<file path="src/design/tcs_pkg.sv">
package tcs_pkg;

  localparam logic [2:0] OP_TICK      = 3'd0;
  localparam logic [2:0] OP_STATUS    = 3'd1;
  localparam logic [2:0] OP_LATCH     = 3'd2;
  localparam logic [2:0] OP_RELEASE   = 3'd3;
  localparam logic [2:0] OP_LATERAL   = 3'd4;
  localparam logic [2:0] OP_HEARTBEAT = 3'd5;
  localparam logic [2:0] OP_ESTOP     = 3'd6;

  localparam logic [1:0] MODE_OK    = 2'd0;
  localparam logic [1:0] MODE_LOST  = 2'd1;
  localparam logic [1:0] MODE_ESTOP = 2'd2;

  localparam logic [2:0] CFG_HEARTBEAT_TIMEOUT  = 3'd0;
  localparam logic [2:0] CFG_LATERAL_MIN_POS    = 3'd1;
  localparam logic [2:0] CFG_LATERAL_MAX_POS    = 3'd2;
  localparam logic [2:0] CFG_LATERAL_MIN_ANGLE  = 3'd3;
  localparam logic [2:0] CFG_LATERAL_MAX_ANGLE  = 3'd4;
  localparam logic [2:0] CFG_LATCH_OPEN_ANGLE   = 3'd5;
  localparam logic [2:0] CFG_LATCH_CLOSED_ANGLE = 3'd6;
  localparam logic [2:0] CFG_ESTOP_DETACHES     = 3'd7;

  localparam logic [16:0] SILENCE_MAX = 17'h1FFFF;

  localparam logic [15:0] RST_HEARTBEAT_TIMEOUT  = 16'd1000;
  localparam logic [15:0] RST_LATERAL_MIN_POS    = 16'd0;
  localparam logic [15:0] RST_LATERAL_MAX_POS    = 16'd3000;
  localparam logic [7:0]  RST_LATERAL_MIN_ANGLE  = 8'd0;
  localparam logic [7:0]  RST_LATERAL_MAX_ANGLE  = 8'd180;
  localparam logic [7:0]  RST_LATCH_OPEN_ANGLE   = 8'd0;
  localparam logic [7:0]  RST_LATCH_CLOSED_ANGLE = 8'd90;
  localparam logic [7:0]  RST_LATERAL_ANGLE      = 8'd0;

  typedef struct packed {
    logic [2:0]         operation;
    logic signed [31:0] sequence_req;
    logic signed [15:0] requested_pos;
  } in_t;

  typedef struct packed {
    logic signed [31:0] ack_sequence;
    logic               duplicate;
    logic [1:0]         link_state;
    logic               is_latched;
    logic signed [15:0] lateral_pos;
    logic signed [31:0] highest_sequence;
    logic [7:0]         latch_angle;
    logic [7:0]         lateral_angle;
    logic               latch_attached;
    logic               lateral_attached;
  } out_t;

  typedef struct packed {
    logic [15:0]        heartbeat_timeout;
    logic signed [15:0] lateral_min_pos;
    logic signed [15:0] lateral_max_pos;
    logic [7:0]         lateral_min_angle;
    logic [7:0]         lateral_max_angle;
    logic [7:0]         latch_open_angle;
    logic [7:0]         latch_closed_angle;
    logic               estop_detaches;
  } cfg_t;

  typedef struct packed {
    logic               start;
    logic [15:0]        offset;
    logic signed [8:0]  diff;
    logic [15:0]        den;
    logic [7:0]         min_angle;
  } ang_req_t;

  typedef struct packed {
    logic       busy;
    logic       done;
    logic [7:0] angle;
  } ang_rsp_t;

endpackage

</file>
<file path="src/design/tcs_cfg_regs.sv">
module tcs_cfg_regs (
  input  logic          clk,
  input  logic          rst_n,
  input  logic          cfg_we,
  input  logic [2:0]    cfg_index,
  input  logic [15:0]   cfg_wdata,
  output tcs_pkg::cfg_t cfg
);

  tcs_pkg::cfg_t cfg_r;

  always_ff @(posedge clk) begin
    if (!rst_n) begin
      cfg_r.heartbeat_timeout  <= tcs_pkg::RST_HEARTBEAT_TIMEOUT;
      cfg_r.lateral_min_pos    <= tcs_pkg::RST_LATERAL_MIN_POS;
      cfg_r.lateral_max_pos    <= tcs_pkg::RST_LATERAL_MAX_POS;
      cfg_r.lateral_min_angle  <= tcs_pkg::RST_LATERAL_MIN_ANGLE;
      cfg_r.lateral_max_angle  <= tcs_pkg::RST_LATERAL_MAX_ANGLE;
      cfg_r.latch_open_angle   <= tcs_pkg::RST_LATCH_OPEN_ANGLE;
      cfg_r.latch_closed_angle <= tcs_pkg::RST_LATCH_CLOSED_ANGLE;
      cfg_r.estop_detaches     <= 1'b1;
    end else if (cfg_we) begin
      case (cfg_index)
        tcs_pkg::CFG_HEARTBEAT_TIMEOUT:  cfg_r.heartbeat_timeout  <= cfg_wdata;
        tcs_pkg::CFG_LATERAL_MIN_POS:    cfg_r.lateral_min_pos    <= cfg_wdata;
        tcs_pkg::CFG_LATERAL_MAX_POS:    cfg_r.lateral_max_pos    <= cfg_wdata;
        tcs_pkg::CFG_LATERAL_MIN_ANGLE:  cfg_r.lateral_min_angle  <= cfg_wdata[7:0];
        tcs_pkg::CFG_LATERAL_MAX_ANGLE:  cfg_r.lateral_max_angle  <= cfg_wdata[7:0];
        tcs_pkg::CFG_LATCH_OPEN_ANGLE:   cfg_r.latch_open_angle   <= cfg_wdata[7:0];
        tcs_pkg::CFG_LATCH_CLOSED_ANGLE: cfg_r.latch_closed_angle <= cfg_wdata[7:0];
        tcs_pkg::CFG_ESTOP_DETACHES:     cfg_r.estop_detaches     <= cfg_wdata[0];
        default: ;
      endcase
    end
  end

  assign cfg = cfg_r;

endmodule

</file>
<file path="src/design/tcs_angle_unit.sv">
module tcs_angle_unit (
  input  logic              clk,
  input  logic              rst_n,
  input  tcs_pkg::ang_req_t req,
  output tcs_pkg::ang_rsp_t rsp
);

  localparam logic [2:0] A_IDLE = 3'd0;
  localparam logic [2:0] A_MUL  = 3'd1;
  localparam logic [2:0] A_PREP = 3'd2;
  localparam logic [2:0] A_DIV  = 3'd3;
  localparam logic [2:0] A_FIN  = 3'd4;

  logic [2:0]  st_r, st_nxt;
  logic [15:0] off_r;
  logic [7:0]  mag_r;
  logic        neg_r;
  logic [15:0] den_r;
  logic [7:0]  mina_r;
  logic [23:0] prod_r;
  logic [24:0] rem_r;
  logic [24:0] dvs_r;
  logic [7:0]  quo_r;
  logic [2:0]  cnt_r;
  logic [25:0] sub;
  logic        fits;

  // shared compare and subtract of the restoring divider
  assign sub  = {1'b0, rem_r} - {1'b0, dvs_r};
  assign fits = !sub[25];

  always_comb begin
    st_nxt = st_r;
    case (st_r)
      A_IDLE: if (req.start) begin
        st_nxt = A_MUL;
      end
      A_MUL:  st_nxt = A_PREP;
      A_PREP: st_nxt = A_DIV;
      A_DIV:  if (cnt_r == 3'd0) begin
        st_nxt = A_FIN;
      end
      A_FIN:  st_nxt = A_IDLE;
      default: st_nxt = A_IDLE;
    endcase
  end

  always_ff @(posedge clk) begin
    if (!rst_n) begin
      st_r <= A_IDLE;
    end else begin
      st_r <= st_nxt;
    end
  end

  always_ff @(posedge clk) begin
    case (st_r)
      A_IDLE: if (req.start) begin
        off_r  <= req.offset;
        neg_r  <= req.diff[8];
        mag_r  <= req.diff[8] ? 8'(-req.diff) : req.diff[7:0];
        den_r  <= req.den;
        mina_r <= req.min_angle;
      end
      A_MUL: begin
        prod_r <= off_r * mag_r;
      end
      A_PREP: begin
        // round half away from zero: (2*prod + den) / (2*den), with prod = offset * mag
        rem_r <= {prod_r, 1'b0} + {9'd0, den_r};
        dvs_r <= {1'b0, den_r, 8'd0};
        quo_r <= 8'd0;
        cnt_r <= 3'd7;
      end
      A_DIV: begin
        if (fits) begin
          rem_r <= sub[24:0];
        end
        quo_r <= {quo_r[6:0], fits};
        dvs_r <= dvs_r >> 1;
        cnt_r <= cnt_r - 3'd1;
      end
      default: ;
    endcase
  end

  assign rsp.busy  = (st_r != A_IDLE);
  assign rsp.done  = (st_r == A_FIN);
  assign rsp.angle = neg_r ? (mina_r - quo_r) : (mina_r + quo_r);

endmodule

</file>
<file path="src/design/tool_command_supervisor.sv">
// path: each input transaction passes through the execute and output states; a fresh lateral
// command whose max position lies above its min position also waits in the angle state
// (8 restoring divide steps plus multiply, setup and finish in the angle unit)
// throughput: one item at a time, a new item is taken once the previous result is registered
// reset: synchronous active-low rst_n returns the configuration registers and the
// supervisor state to their defaults and drops out_valid
module tool_command_supervisor (
  input  logic          clk,
  input  logic          rst_n,
  input  logic          in_valid,
  output logic          in_ready,
  input  tcs_pkg::in_t  in_data,
  output logic          out_valid,
  input  logic          out_ready,
  output tcs_pkg::out_t out_data,
  input  logic          cfg_we,
  input  logic [2:0]    cfg_index,
  input  logic [15:0]   cfg_wdata
);

  localparam logic [1:0] ST_IDLE  = 2'd0;
  localparam logic [1:0] ST_EXEC  = 2'd1;
  localparam logic [1:0] ST_ANGLE = 2'd2;
  localparam logic [1:0] ST_OUT   = 2'd3;

  tcs_pkg::cfg_t     cfg;
  tcs_pkg::ang_req_t ang_req;
  tcs_pkg::ang_rsp_t ang_rsp;
  tcs_pkg::in_t      item_r;
  tcs_pkg::out_t     out_r;

  logic [1:0]         state_r;
  logic [1:0]         mode_r;
  logic               latch_closed_r;
  logic signed [15:0] lat_target_r;
  logic [7:0]         lat_angle_r;
  logic signed [31:0] top_seq_r;
  logic [16:0]        silence_r;
  logic               latch_drv_r;
  logic               lat_drv_r;
  logic signed [31:0] ack_r;
  logic               dup_r;
  logic               out_valid_r;

  logic               is_cmd;
  logic               fresh;
  logic [16:0]        sil_inc;
  logic signed [15:0] clamp_lo;
  logic signed [15:0] clamp_pos;
  logic signed [16:0] den;
  logic               den_pos;
  logic               out_load;

  tcs_cfg_regs u_cfg (
    .clk       (clk),
    .rst_n     (rst_n),
    .cfg_we    (cfg_we),
    .cfg_index (cfg_index),
    .cfg_wdata (cfg_wdata),
    .cfg       (cfg)
  );

  tcs_angle_unit u_angle (
    .clk   (clk),
    .rst_n (rst_n),
    .req   (ang_req),
    .rsp   (ang_rsp)
  );

  always_comb begin
    is_cmd = (item_r.operation == tcs_pkg::OP_LATCH) ||
             (item_r.operation == tcs_pkg::OP_RELEASE) ||
             (item_r.operation == tcs_pkg::OP_LATERAL);
    fresh = $signed(item_r.sequence_req) > $signed(top_seq_r);
    sil_inc = (silence_r == tcs_pkg::SILENCE_MAX) ? silence_r : silence_r + 17'd1;
    clamp_lo = ($signed(item_r.requested_pos) < $signed(cfg.lateral_min_pos)) ?
               cfg.lateral_min_pos : item_r.requested_pos;
    clamp_pos = ($signed(clamp_lo) > $signed(cfg.lateral_max_pos)) ?
                cfg.lateral_max_pos : clamp_lo;
    den = {cfg.lateral_max_pos[15], cfg.lateral_max_pos} -
          {cfg.lateral_min_pos[15], cfg.lateral_min_pos};
    den_pos = !den[16] && (den != 17'sd0);

    ang_req.start     = (state_r == ST_EXEC) && fresh && den_pos &&
                        (item_r.operation == tcs_pkg::OP_LATERAL);
    ang_req.offset    = 16'(clamp_pos - cfg.lateral_min_pos);
    ang_req.diff      = $signed({1'b0, cfg.lateral_max_angle}) -
                        $signed({1'b0, cfg.lateral_min_angle});
    ang_req.den       = den[15:0];
    ang_req.min_angle = cfg.lateral_min_angle;

    out_load = (state_r == ST_OUT) && (!out_valid_r || out_ready);
  end

  always_ff @(posedge clk) begin
    if (!rst_n) begin
      state_r        <= ST_IDLE;
      mode_r         <= tcs_pkg::MODE_OK;
      latch_closed_r <= 1'b0;
      lat_target_r   <= 16'sd0;
      lat_angle_r    <= tcs_pkg::RST_LATERAL_ANGLE;
      top_seq_r      <= 32'sd0;
      silence_r      <= 17'd0;
      latch_drv_r    <= 1'b1;
      lat_drv_r      <= 1'b1;
      out_valid_r    <= 1'b0;
    end else begin
      if (out_load) begin
        out_valid_r <= 1'b1;
      end else if (out_ready) begin
        out_valid_r <= 1'b0;
      end
      case (state_r)
        ST_IDLE: if (in_valid) begin
          state_r <= ST_EXEC;
        end
        ST_EXEC: begin
          state_r <= ang_req.start ? ST_ANGLE : ST_OUT;
          case (item_r.operation)
            tcs_pkg::OP_TICK: begin
              silence_r <= sil_inc;
              if (mode_r == tcs_pkg::MODE_OK && sil_inc > {1'b0, cfg.heartbeat_timeout}) begin
                mode_r <= tcs_pkg::MODE_LOST;
              end
            end
            tcs_pkg::OP_STATUS: begin
              if (mode_r == tcs_pkg::MODE_OK &&
                  silence_r > {1'b0, cfg.heartbeat_timeout}) begin
                mode_r <= tcs_pkg::MODE_LOST;
              end
            end
            tcs_pkg::OP_LATCH, tcs_pkg::OP_RELEASE: if (fresh) begin
              top_seq_r      <= item_r.sequence_req;
              mode_r         <= tcs_pkg::MODE_OK;
              latch_drv_r    <= 1'b1;
              latch_closed_r <= (item_r.operation == tcs_pkg::OP_LATCH);
            end
            tcs_pkg::OP_LATERAL: if (fresh) begin
              top_seq_r    <= item_r.sequence_req;
              mode_r       <= tcs_pkg::MODE_OK;
              lat_target_r <= clamp_pos;
              lat_drv_r    <= 1'b1;
              if (!den_pos) begin
                lat_angle_r <= cfg.lateral_min_angle;
              end
            end
            tcs_pkg::OP_HEARTBEAT: begin
              silence_r <= 17'd0;
              if (mode_r == tcs_pkg::MODE_LOST) begin
                mode_r <= tcs_pkg::MODE_OK;
              end
            end
            tcs_pkg::OP_ESTOP: begin
              if (cfg.estop_detaches) begin
                latch_drv_r <= 1'b0;
                lat_drv_r   <= 1'b0;
              end
              mode_r <= tcs_pkg::MODE_ESTOP;
            end
            default: ;
          endcase
        end
        ST_ANGLE: if (ang_rsp.done) begin
          lat_angle_r <= ang_rsp.angle;
          state_r     <= ST_OUT;
        end
        ST_OUT: if (out_load) begin
          state_r <= ST_IDLE;
        end
        default: state_r <= ST_IDLE;
      endcase
    end
  end

  always_ff @(posedge clk) begin
    if (in_valid && in_ready) begin
      item_r <= in_data;
    end
    if (state_r == ST_EXEC) begin
      ack_r <= is_cmd ? item_r.sequence_req : 32'sd0;
      dup_r <= is_cmd && !fresh;
    end
    if (out_load) begin
      out_r.ack_sequence     <= ack_r;
      out_r.duplicate        <= dup_r;
      out_r.link_state       <= mode_r;
      out_r.is_latched       <= latch_closed_r;
      out_r.lateral_pos      <= lat_target_r;
      out_r.highest_sequence <= top_seq_r;
      out_r.latch_angle      <= latch_closed_r ? cfg.latch_closed_angle : cfg.latch_open_angle;
      out_r.lateral_angle    <= lat_angle_r;
      out_r.latch_attached   <= latch_drv_r;
      out_r.lateral_attached <= lat_drv_r;
    end
  end

  assign in_ready  = (state_r == ST_IDLE);
  assign out_valid = out_valid_r;
  assign out_data  = out_r;

  a_accept_exec : assert property (@(posedge clk) disable iff (!rst_n)
    in_valid && in_ready |=> state_r == ST_EXEC)
    else $error("accepted transaction did not enter execution");

  a_result_from_out : assert property (@(posedge clk) disable iff (!rst_n)
    $rose(out_valid) |-> $past(state_r == ST_OUT))
    else $error("result raised outside the output state");

  a_angle_idle : assert property (@(posedge clk) disable iff (!rst_n)
    ang_rsp.busy |-> state_r == ST_ANGLE || state_r == ST_EXEC)
    else $error("angle unit busy while supervisor not waiting on it");

  a_dup_keeps_seq : assert property (@(posedge clk) disable iff (!rst_n)
    state_r == ST_EXEC && is_cmd && !fresh |=> $stable(top_seq_r))
    else $error("duplicate transaction changed highest sequence");

endmodule
</file>
<file path="config.mk">
export PLATFORM = sky130hd
export DESIGN_NAME = tool_command_supervisor
export DESIGN_NICKNAME = d
export VERILOG_FILES = /design/src/design/tcs_pkg.sv /design/src/design/tcs_cfg_regs.sv /design/src/design/tcs_angle_unit.sv /design/src/design/tool_command_supervisor.sv
export SDC_FILE = /design/constraint.sdc
export NUM_CORES = 1
export LEC_CHECK = 0
export ABC_AREA = 1
export ABC_CLOCK_PERIOD_IN_PS = 12200
export BUFFER_PORTS_ARGS = -buffer_cell sky130_fd_sc_hd__buf_4
export CAP_MARGIN = 15
export CELL_PAD_IN_SITES_DETAIL_PLACEMENT = 0
export CELL_PAD_IN_SITES_GLOBAL_PLACEMENT = 1
export CORE_MARGIN = 5
export CORE_UTILIZATION = 40
export DETAILED_ROUTE_END_ITERATION = 10
export PLACE_DENSITY = 0.77
export RECOVER_POWER = 25
export SYNTH_ARGS = -nofsm -noshare
export SYNTH_HDL_FRONTEND = slang
export SYNTH_SLANG_ARGS = --single-unit
</file>
<file path="constraint.sdc">
create_clock -name clk -period 12.2 [get_ports clk]
set_input_delay 1.83 -clock clk [delete_from_list [all_inputs] [get_ports clk]]
set_output_delay 1.83 -clock clk [all_outputs]
set_load 0.005 [all_outputs]
</file>
== Word-level counts from Yosys, hierarchy flattened ==
Index checks and enable logic that the tools add are counted.

* Memories kept: 0
* Input port bits: 75
* Memory bits (writable): 0
* Output and inout bits: 104
* Bits in latches: 0
* Flip-flop bits (word level): 485
* ROM bits: 0

* Add/subtract/negate cells: 10
* Equality and inequality tests: 38
* Reduce and logical (&&, ||, !) cells: 52
* Shift-type cells: 0
* Muxes and demuxes: 36
* Bitwise operators: 0
* $mul: 1
* Divide/modulo/power cells: 0
* Magnitude comparators: 5

{| class="wikitable"
|+ Operator list
! kind !! count
|-
| case mux 25 bit (2 select lines) || 2
|-
| two-way mux 8 bit || 7
|-
| greater-than comparator 17 x 16 -> 1 bit || 2
|-
| case mux 17 bit (2 select lines) || 1
|-
| greater-than comparator 32 bit || 1
|-
| two-way mux 16 bit || 2
|-
| case mux 8 bit (2 select lines) || 2
|-
| subtractor 25 x 25 -> 26 bit || 1
|-
| adder 25 x 16 -> 25 bit || 1
|-
| two-way mux 25 bit || 1
|-
| == test 3 bit (second input constant) || 8
|-
| multiplier 16 x 8 -> 24 bit || 1
|-
| != test 2 bit (second input constant) || 12
|-
| AND reduction 2 bit || 12
|-
| == test 3 x 2 -> 1 bit (second input constant) || 6
|-
| adder 17 x 1 -> 17 bit (second input constant) || 1
|-
| == test 17 bit (second input constant) || 1
|-
| two-way mux 17 bit || 1
|-
| nonzero test 17 bit || 1
|-
| subtractor 16 x 16 -> 17 bit || 1
|-
| greater-than comparator 16 bit || 1
|-
| < comparator 16 bit || 1
|-
| subtractor 16 bit || 1
|-
| two-way mux 2 bit || 7
|-
| other kinds (29) || 68
|}

== Depth between registers and ports, before layout ==
Gate-level depths: netlist of the first run.

* Word-level depth: 7
* Mapped depth: 43
* Gate-level depth less buffers: 42

== Modules after synthesis ==
Synthesis of the first run repeated with hierarchy kept, for this count alone.

* Cell total of the unflattened synthesis: 3795
* Area total of the unflattened synthesis: 30629.4 µm²

{| class="wikitable"
|+ Modules (own cells, without submodules)
! module !! area an instance (µm²) !! times used !! sequential area each (µm²) !! cells an instance
|-
| tool_command_supervisor || 14431.3 || 1 || 7206.9 || 1592
|-
| tcs_angle_unit || 13013.7 || 1 || 4053.9 || 1756
|-
| tcs_cfg_regs || 3184.3 || 1 || 1621.6 || 447
|}

== Worst setup path before layout of the first run ==
OpenSTA, ideal clock, no wires.

* Kind: in2reg
* From: in out_ready
* To: reg out_r (netlist bit out_data[0]) (enable)
* Slack: 4839 ps
* Arrival: 6765 ps
* Data required time: 11604 ps
* Buffers on the path: 0
* Stages on the path: 2
* Setup time: 596 ps
* Cells stage by stage: inv_1 a21oi_1

* Longest elaborated chain between the ends: 2

{| class="wikitable"
|+ RTL lines
! item !! line !! RTL
|-
| from (decl) || tool_command_supervisor.sv:14 || <nowiki>input logic out_ready,</nowiki>
|-
| logical OR 1 bit || tool_command_supervisor.sv:92 || <nowiki>out_load = (state_r == ST_OUT) && (!out_valid_r || out_ready);</nowiki>
|-
| logical AND 1 bit || tool_command_supervisor.sv:92 ||
|-
| named net out_load || tool_command_supervisor.sv:52 || <nowiki>logic out_load;</nowiki>
|-
| to (decl) || tool_command_supervisor.sv:30 || <nowiki>tcs_pkg::out_t out_r;</nowiki>
|}

The timed path passes the listed nets, and every way through them passes these cells.
A chain may end at the register's enable or synchronous reset.

==> results of run 1 <==
-- area by class of cell --
class / count / area, sq um
clock buffer: 60 / 1380
clock inverter: 39 / 508
fill: 7017 / 38500
inverter: 558 / 2090
multi-input combinational: 2087 / 13200
sequential: 484 / 12900
tap: 950 / 1190
timing repair buffer: 193 / 1410
-- stage by stage --
step                total power, mW  hold slack [ps]
floorplan                      3.58              400
global placement               4.08              401
detailed placement             4.10              405
CTS                            5.83              418
global route                   6.19              425
finish                         5.78              416
-- cells in the mapped netlist (9+ instances only) --
cell type,count,area (sq um)
xnor2_1,26,228
nand3b_1,9,67.6
a21oi_1,266,1330
nor3_1,23,115
fa_1,90,1800
o21bai_1,12,90.1
xor2_1,56,490
o21ai_1,25,125
nand3_1,88,440
dfxtp_1,165,3300
o21a_1,11,82.6
ha_1,233,2920
inv_1,550,2060
clkbuf_1,75,282
o211ai_1,17,128
nand4_1,33,206
nor2_1,206,773
nand2_1,670,2510
o21ai_0,244,1220
edfxtp_1,319,9580
a31oi_1,11,68.8
-- layer usage --
metal,track usage [%],wire length (microns)
met5,0,0
met2,31.3,34300
met1,25.0,33500
met3,2.81,2910
met4,3.81,1390
-- placed cells by master (no fill, tap or decap), types with 6 or more instances in the layout --
cell type  Yosys  layout
nand2_1      670     670
inv_1        550     549
edfxtp_1     319     319
a21oi_1      266     265
o21ai_0      244     244
ha_1         233     233
nor2_1       206     204
dfxtp_1      165     165
buf_4          2     139
fa_1          90      90
nand3_1       88      88
xor2_1        56      56
clkbuf_16      0      54
clkbuf_4       0      44
nand4_1       33      33
xnor2_1       26      26
o21ai_1       25      25
nor3_1        23      23
o211ai_1      17      17
clkbuf_1      75      15
clkinv_1       3      12
o21bai_1      12      12
o21a_1        11      11
a31oi_1       11      10
nand3b_1       9       9
bufinv_16      0       9
nand2_2        8       8
clkinv_2       0       8
a211oi_1       7       7
o31ai_1        6       6
-- sequential cells by signal, summed over array words and instances, names as in the netlist, 2 cells and up --
signal,cells
ack_r,32
u_angle.quo_r,8
state_r,2
u_angle.st_r,3
silence_r,17
lat_target_r,16
u_cfg.cfg,81
item_r,51
u_angle.mina_r,8
u_angle.den_r,16
lat_angle_r,8
u_angle.rem_r,25
u_angle.cnt_r,3
u_angle.prod_r,24
top_seq_r,32
mode_r,2
u_angle.dvs_r,24
u_angle.off_r,16
u_angle.mag_r,8
out_data,102
-- worst max-delay path: cells and delay by family, from the launching register on --
family / cells / cell delay [ps]
AND/OR/NAND/NOR: 23 / 2740
AO/OA/AOI/OAI: 6 / 1690
adder cells (fa/ha/maj): 3 / 980
buffers and inverters: 3 / 440
flip-flops: 1 / 400
XOR/XNOR: 1 / 140
-- kinds of logic (layout without fill, tap and decap cells) --
kind of cell	count (synthesis)	in the layout	synth area share (%)
and+or+nand+nor	1069	1069	15.6
buffers and inverters	650	850	8.71
AOI/OAI and AO/OA	612	612	11.4
DFF	484	484	45.2
adders and majority gates	323	323	16.5
xor gates and xnor gates	82	82	2.52
muxes	1	1	0.0351
-- final timing paths --
path                                   start                     endpoint  depth (start not counted)
setup / recovery  u_cfg.cfg[50]$_SDFFE_PN0P_  u_angle.off_r[13]$_DFFE_PP_                         36
hold / removal       ack_r[27]$_SDFFCE_PP0P_       out_data[97]$_DFFE_PP_                          0
setup reg to reg  u_cfg.cfg[50]$_SDFFE_PN0P_  u_angle.off_r[13]$_DFFE_PP_                         36
hold reg to reg      ack_r[27]$_SDFFCE_PP0P_       out_data[97]$_DFFE_PP_                          0
-- where the power goes --
part / switching [mW] / internal [mW] / total [mW]
combinational: 1.18 / 0.647 / 1.82
sequential: 0.115 / 2.13 / 2.25
clock: 0.696 / 1.02 / 1.71
==> flow_summary.toml, run 1 <==
[placed_design]
preCtsSetupSlack_ps = 5560
port-buffer-count = 178
gp_congestion = 0.869
hpwl_microns = 54600
placedCellCount = 4272
placed_cell_area_sq_um = 30800

[die]
num_rows = 98
initial_core_util_pct = 40.1
core_region_area_sq_um = 71100
ios = 179
die_h_microns = 277
die_w_microns = 277
die-area_sq_um = 76700

[clocking]
cts_setup_buffers = 0
path_clk_slew_ps = 60
cts.path.max_buffers = 3
htree_levels = 2
cts_made_buffers = 53
cts_tree = "done"
cts_resized = 0
cts_sinks = 484
root_buffer = "clkbuf_16"
hold_buffers = 0
clock_latency_ps = 630

[detailed_routing]
wirelength_microns = 72100
drtAntennaViolNets = 0
drt_iter0_drc = 1487
drtPass1Iterations = 5
via_per_inst = 4.86
vias = 21248
wl_per_cell_microns = 16.5
drcViolationCount = 0

[critical_path]
crit_fanout = 32
critPathKind = "reg2reg"
cp_slowest_stage_delay_ps = 620
r2r_slack_ps = 5540
slowest_stage = "nand2_1"
cp-start-kind = "flip-flop"
worst_ep_arrival_time_ps = 7020
required_ps = 12560
critPathCaptureType = "flip-flop"
crit_top_cell = "nand2_1"

[run_status]
violations = "max-capacitance violations, max-slew violations"
status = "finished with violations"

[grt]
first_global_vias = 20966
grt_first_pass_wirelength_microns = 115000
overflow = 0
grt_max_degree = 92
grt_use_total_pct = 18.4
antenna_found_initial = 0

[sta]
finalSetupViolations = 0
min_period_ps = 6660
fin_ws_ps = 5540
period_share_pct = 54.6
timing.setup.tns_ps = 0
rsz0062_at_grt = "false"
drv_slew = 89
worst_slew_pin_slew_ps = 3180
max_freq_ghz = 0.150
slew_headroom_pct = -112
fin_skew_ps = 40.1
hold_viol_final = 0

[min_path]
hold_class = "reg2reg"

[finish]
instances_no_fill = 4371
drive_gt1_share_pct = 8.92
num_antenna_cells = 0
stdcell_area_sq_um = 32600
utilization_pct = 45.9
syn_to_final_growth_pct = 14.5
layout.nets = 3775

[power]
ir_drop_uv = 125
power_density_nw_per_um2 = 177
power.leakage_nw = 14.8

[synthesis]
postSynthCellCount = 3221
synth_edf_count = 319
synth_cell_type_count = 58
synth_async_sr_flop_share_pct = 0
synth_nets = 3619
netlist_area_sq_um = 28500
seq_area_frac_synth_pct = 45.2
synth_warnings = 0
avgSynthCellArea_sq_um = 8.85
synth_top_flop_cell = "edfxtp_1"
synth-seq-cells = 484

[flow_run]
max_cap_viol_count = 2
Note: power is estimated with default switching activity, not from simulation.
==> run 2: changes to the inputs <==
--- a/config.mk
+++ b/config.mk
@@ -5,8 +5,8 @@
 export SDC_FILE = /design/constraint.sdc
 export NUM_CORES = 1
 export LEC_CHECK = 0
-export ABC_AREA = 1
-export ABC_CLOCK_PERIOD_IN_PS = 12200
+export ABC_AREA = 0
+export ABC_CLOCK_PERIOD_IN_PS = 5540
 export BUFFER_PORTS_ARGS = -buffer_cell sky130_fd_sc_hd__buf_4
 export CAP_MARGIN = 15
 export CELL_PAD_IN_SITES_DETAIL_PLACEMENT = 0
@@ -14,7 +14,7 @@
 export CORE_MARGIN = 5
 export CORE_UTILIZATION = 40
 export DETAILED_ROUTE_END_ITERATION = 10
-export PLACE_DENSITY = 0.77
+export PLACE_DENSITY = 0.78
 export RECOVER_POWER = 25
 export SYNTH_ARGS = -nofsm -noshare
 export SYNTH_HDL_FRONTEND = slang
==> constraint.sdc (replaced) <==
create_clock -name clk -period 5.54 [get_ports clk]
set_input_delay 0.831 -clock clk [delete_from_list [all_inputs] [get_ports clk]]
set_output_delay 0.831 -clock clk [all_outputs]
set_load 0.005 [all_outputs]
==> flow_summary.toml, run 2 <==
[sta]
finalSetupViolations = 7
slew_headroom_pct = -70.2
fin_ws_ps = -366
min_period_ps = 5910
drv_slew = 114
fin_hold_ws_ps = 392
period_share_pct = 107
hold_viol_final = 0
worst_slew_pin_slew_ps = 2550
max_freq_ghz = 0.169
fin_skew_ps = 55.3
rsz0062_at_grt = "true"

[clocking]
path_clk_slew_ps = 60
cts_tree = "done"
clock_latency_ps = 630
htree_levels = 2
root_buffer = "clkbuf_16"
cts_made_buffers = 52
cts.path.max_buffers = 3
cts_sinks = 484

[power]
power_density_nw_per_um2 = 356
sw_frac_of_total_pct = 30.2
p_int_mw = 8.36
seqPwrFrac_pct = 38.1
p_sw_mw = 3.62
power_frac_clock_pct = 32.4
combPwrFrac_pct = 29.5
ir_drop_uv = 291
power.leakage_nw = 13.7

[detailed_routing]
drt_iter0_drc = 1121
via_per_inst = 5.15
wirelength_microns = 73700
drtAntennaViolNets = 0
wl_per_cell_microns = 18.4
drtPass1Iterations = 5
vias = 20688
drcViolationCount = 0

[die]
die_h_microns = 275
num_rows = 97
initial_core_util_pct = 40.2
core_region_area_sq_um = 69800
die-area_sq_um = 75600
die_w_microns = 275
ios = 179

[min_path]
worstHoldStart = "in_data[31]"
hold_class = "in2reg"
hold-path-endpoint = "item_r[31]$_DFFE_PP_"
hold_depth = 1

[finish]
final_cell_mix = "nand2_1 (401), edfxtp_1 (319), buf_4 (264)"
ff_latch_area_sq_um = 12900
drive_gt1_share_pct = 16.9
num_antenna_cells = 0
layout.nets = 3429
syn_to_final_growth_pct = 19.8
layout_commonest_cell = "nand2_1"
multi_input_area_sq_um = 14200
nFillCells = 6373
largest_reg_flops = 102

[critical_path]
cp_slowest_stage_delay_ps = 420
cp-start-kind = "flip-flop"
critPathCaptureType = "flip-flop"
worst_ep_arrival_time_ps = 6380
r2r_end = "u_angle.off_r[14]$_DFFE_PP_"
required_ps = 6020
slowest_stage = "edfxtp_1"
critPathKind = "reg2reg"
path_delay_family = "compound AO/OA/AOI/OAI gates"
r2r_start = "item_r[13]$_DFFE_PP_"
crit_fanout = 4
reg2reg_depth = 27
crit_top_cell = "ha_4"
r2r_slack_ps = -370
path_buf_inv = 1

[synthesis]
postSynthCellCount = 2733
netlist_area_sq_um = 28100
avgSynthCellArea_sq_um = 10.3
seq_area_frac_synth_pct = 45.9
synth_top_area_cell = "edfxtp_1"
synth_async_sr_flop_share_pct = 0
synth_top_area_share_pct = 34.1
synth-seq-cells = 484
yosysMostFrequentCell = "nand2_1"
synth_nets = 3131
synth_warnings = 0
synthTopCellsByCount = "nand2_1 (404), edfxtp_1 (319), inv_1 (261)"
synth_edf_count = 319
synth_area_leaders = "edfxtp_1 (34%), dfxtp_1 (12%), ha_1 (10%), fa_1 (6.4%), nand2_1 (5.4%)"
synth_top_flop_cell = "edfxtp_1"
synth_cell_type_count = 84

[placed_design]
hpwl_microns = 55900
gp_congestion = 0.894
preCtsSetupSlack_ps = -646
port-buffer-count = 178

[grt]
first_global_vias = 21062
grt_max_degree = 103
grt_first_pass_wirelength_microns = 116000
grt_use_total_pct = 19.2
antenna_found_initial = 0
overflow = 0

[run_status]
status = "finished with violations"
violations = "max-capacitance violations, max-slew violations, negative setup slack"

[flow_run]
max_cap_viol_count = 2
run 2: per-stage QoR:
stage	instance area, sq um	setup TNS [ps]	util [%]	std cells	total power [mW]
2_1_floorplan	28200	-168	-	2733	6.84
3_3_place_gp	31400	-2220	45.0	3905	7.90
4_1_cts	33500	-1240	48.1	4010	12.0
5_1_grt	33600	-17560	48.2	4014	12.6
3_5_place_dp	31400	-3780	45.0	3905	7.99
6_report	33600	-1550	48.2	4014	12.0
run 2: worst max-delay path by stage:
stage                    startpoint                          end  slack, ps  depth (start not counted)
2_1_floorplan   item_r[9]$_DFFE_PP_  u_angle.off_r[14]$_DFFE_PP_       -150                         27
3_3_place_gp    item_r[9]$_DFFE_PP_  u_angle.off_r[14]$_DFFE_PP_       -490                         23
3_5_place_dp    item_r[9]$_DFFE_PP_  u_angle.off_r[14]$_DFFE_PP_       -650                         23
4_1_cts        item_r[13]$_DFFE_PP_  u_angle.off_r[14]$_DFFE_PP_       -300                         26
5_1_grt        item_r[13]$_DFFE_PP_  u_angle.off_r[14]$_DFFE_PP_       -620                         28
6_report       item_r[13]$_DFFE_PP_  u_angle.off_r[14]$_DFFE_PP_       -370                         27
run 2: metal layers:
metal,share of wire [%],global-route usage (%),vias to the layer above
li1,-,-,10117
met1,44,25.2,10085
met2,49,33.4,378
met3,4.1,2.86,108
met4,2.7,5.23,0
met5,0,0,-
run 2: area by class of cell:
| cell class | instances | share of cell area (%) |
|---|---|---|
| clock buffers | 63 | 4.27 |
| clock inverters | 34 | 1.51 |
| inverters | 261 | 2.91 |
| multi-input cells | 1910 | 42.3 |
| flip-flops and latches | 484 | 38.3 |
| well taps | 940 | 3.50 |
| repair buffers | 322 | 7.16 |
run 2: power by group through the flow:
stage | Sequential [mW] | Clock (mW) | Combinational [mW]
6_report | 4.56 | 3.88 | 3.54
5_1_grt | 4.59 | 4.12 | 3.92
4_1_cts | 4.56 | 3.96 | 3.46
3_5_place_dp | 4.64 | 0 | 3.36
3_3_place_gp | 4.62 | 0 | 3.27
2_1_floorplan | 4.57 | 0 | 2.27
run 2: cell families (layout without fill, tap and decap cells):
family | Yosys count | after routing | share of synthesized area, %
AND/OR/NAND/NOR | 889 | 889 | 14.8
flip-flops | 484 | 484 | 45.9
XOR/XNOR | 111 | 111 | 3.46
adder cells (fa/ha/maj) | 323 | 323 | 16.8
buffers and inverters | 339 | 680 | 4.64
AO/OA/AOI/OAI | 511 | 511 | 11.5
multiplexers | 76 | 76 | 2.90
run 2: what timing repair did:
| action | in CTS | in global routing |
|---|---|---|
| pin swaps | 27 | 22 |
| hold buffers | 0 | 0 |
| cloned | 0 | 0 |
| setup endpoints to repair | 10 | 11 |
| gates resized for setup | 21 | 22 |
| buffers inserted | 9 | 4 |
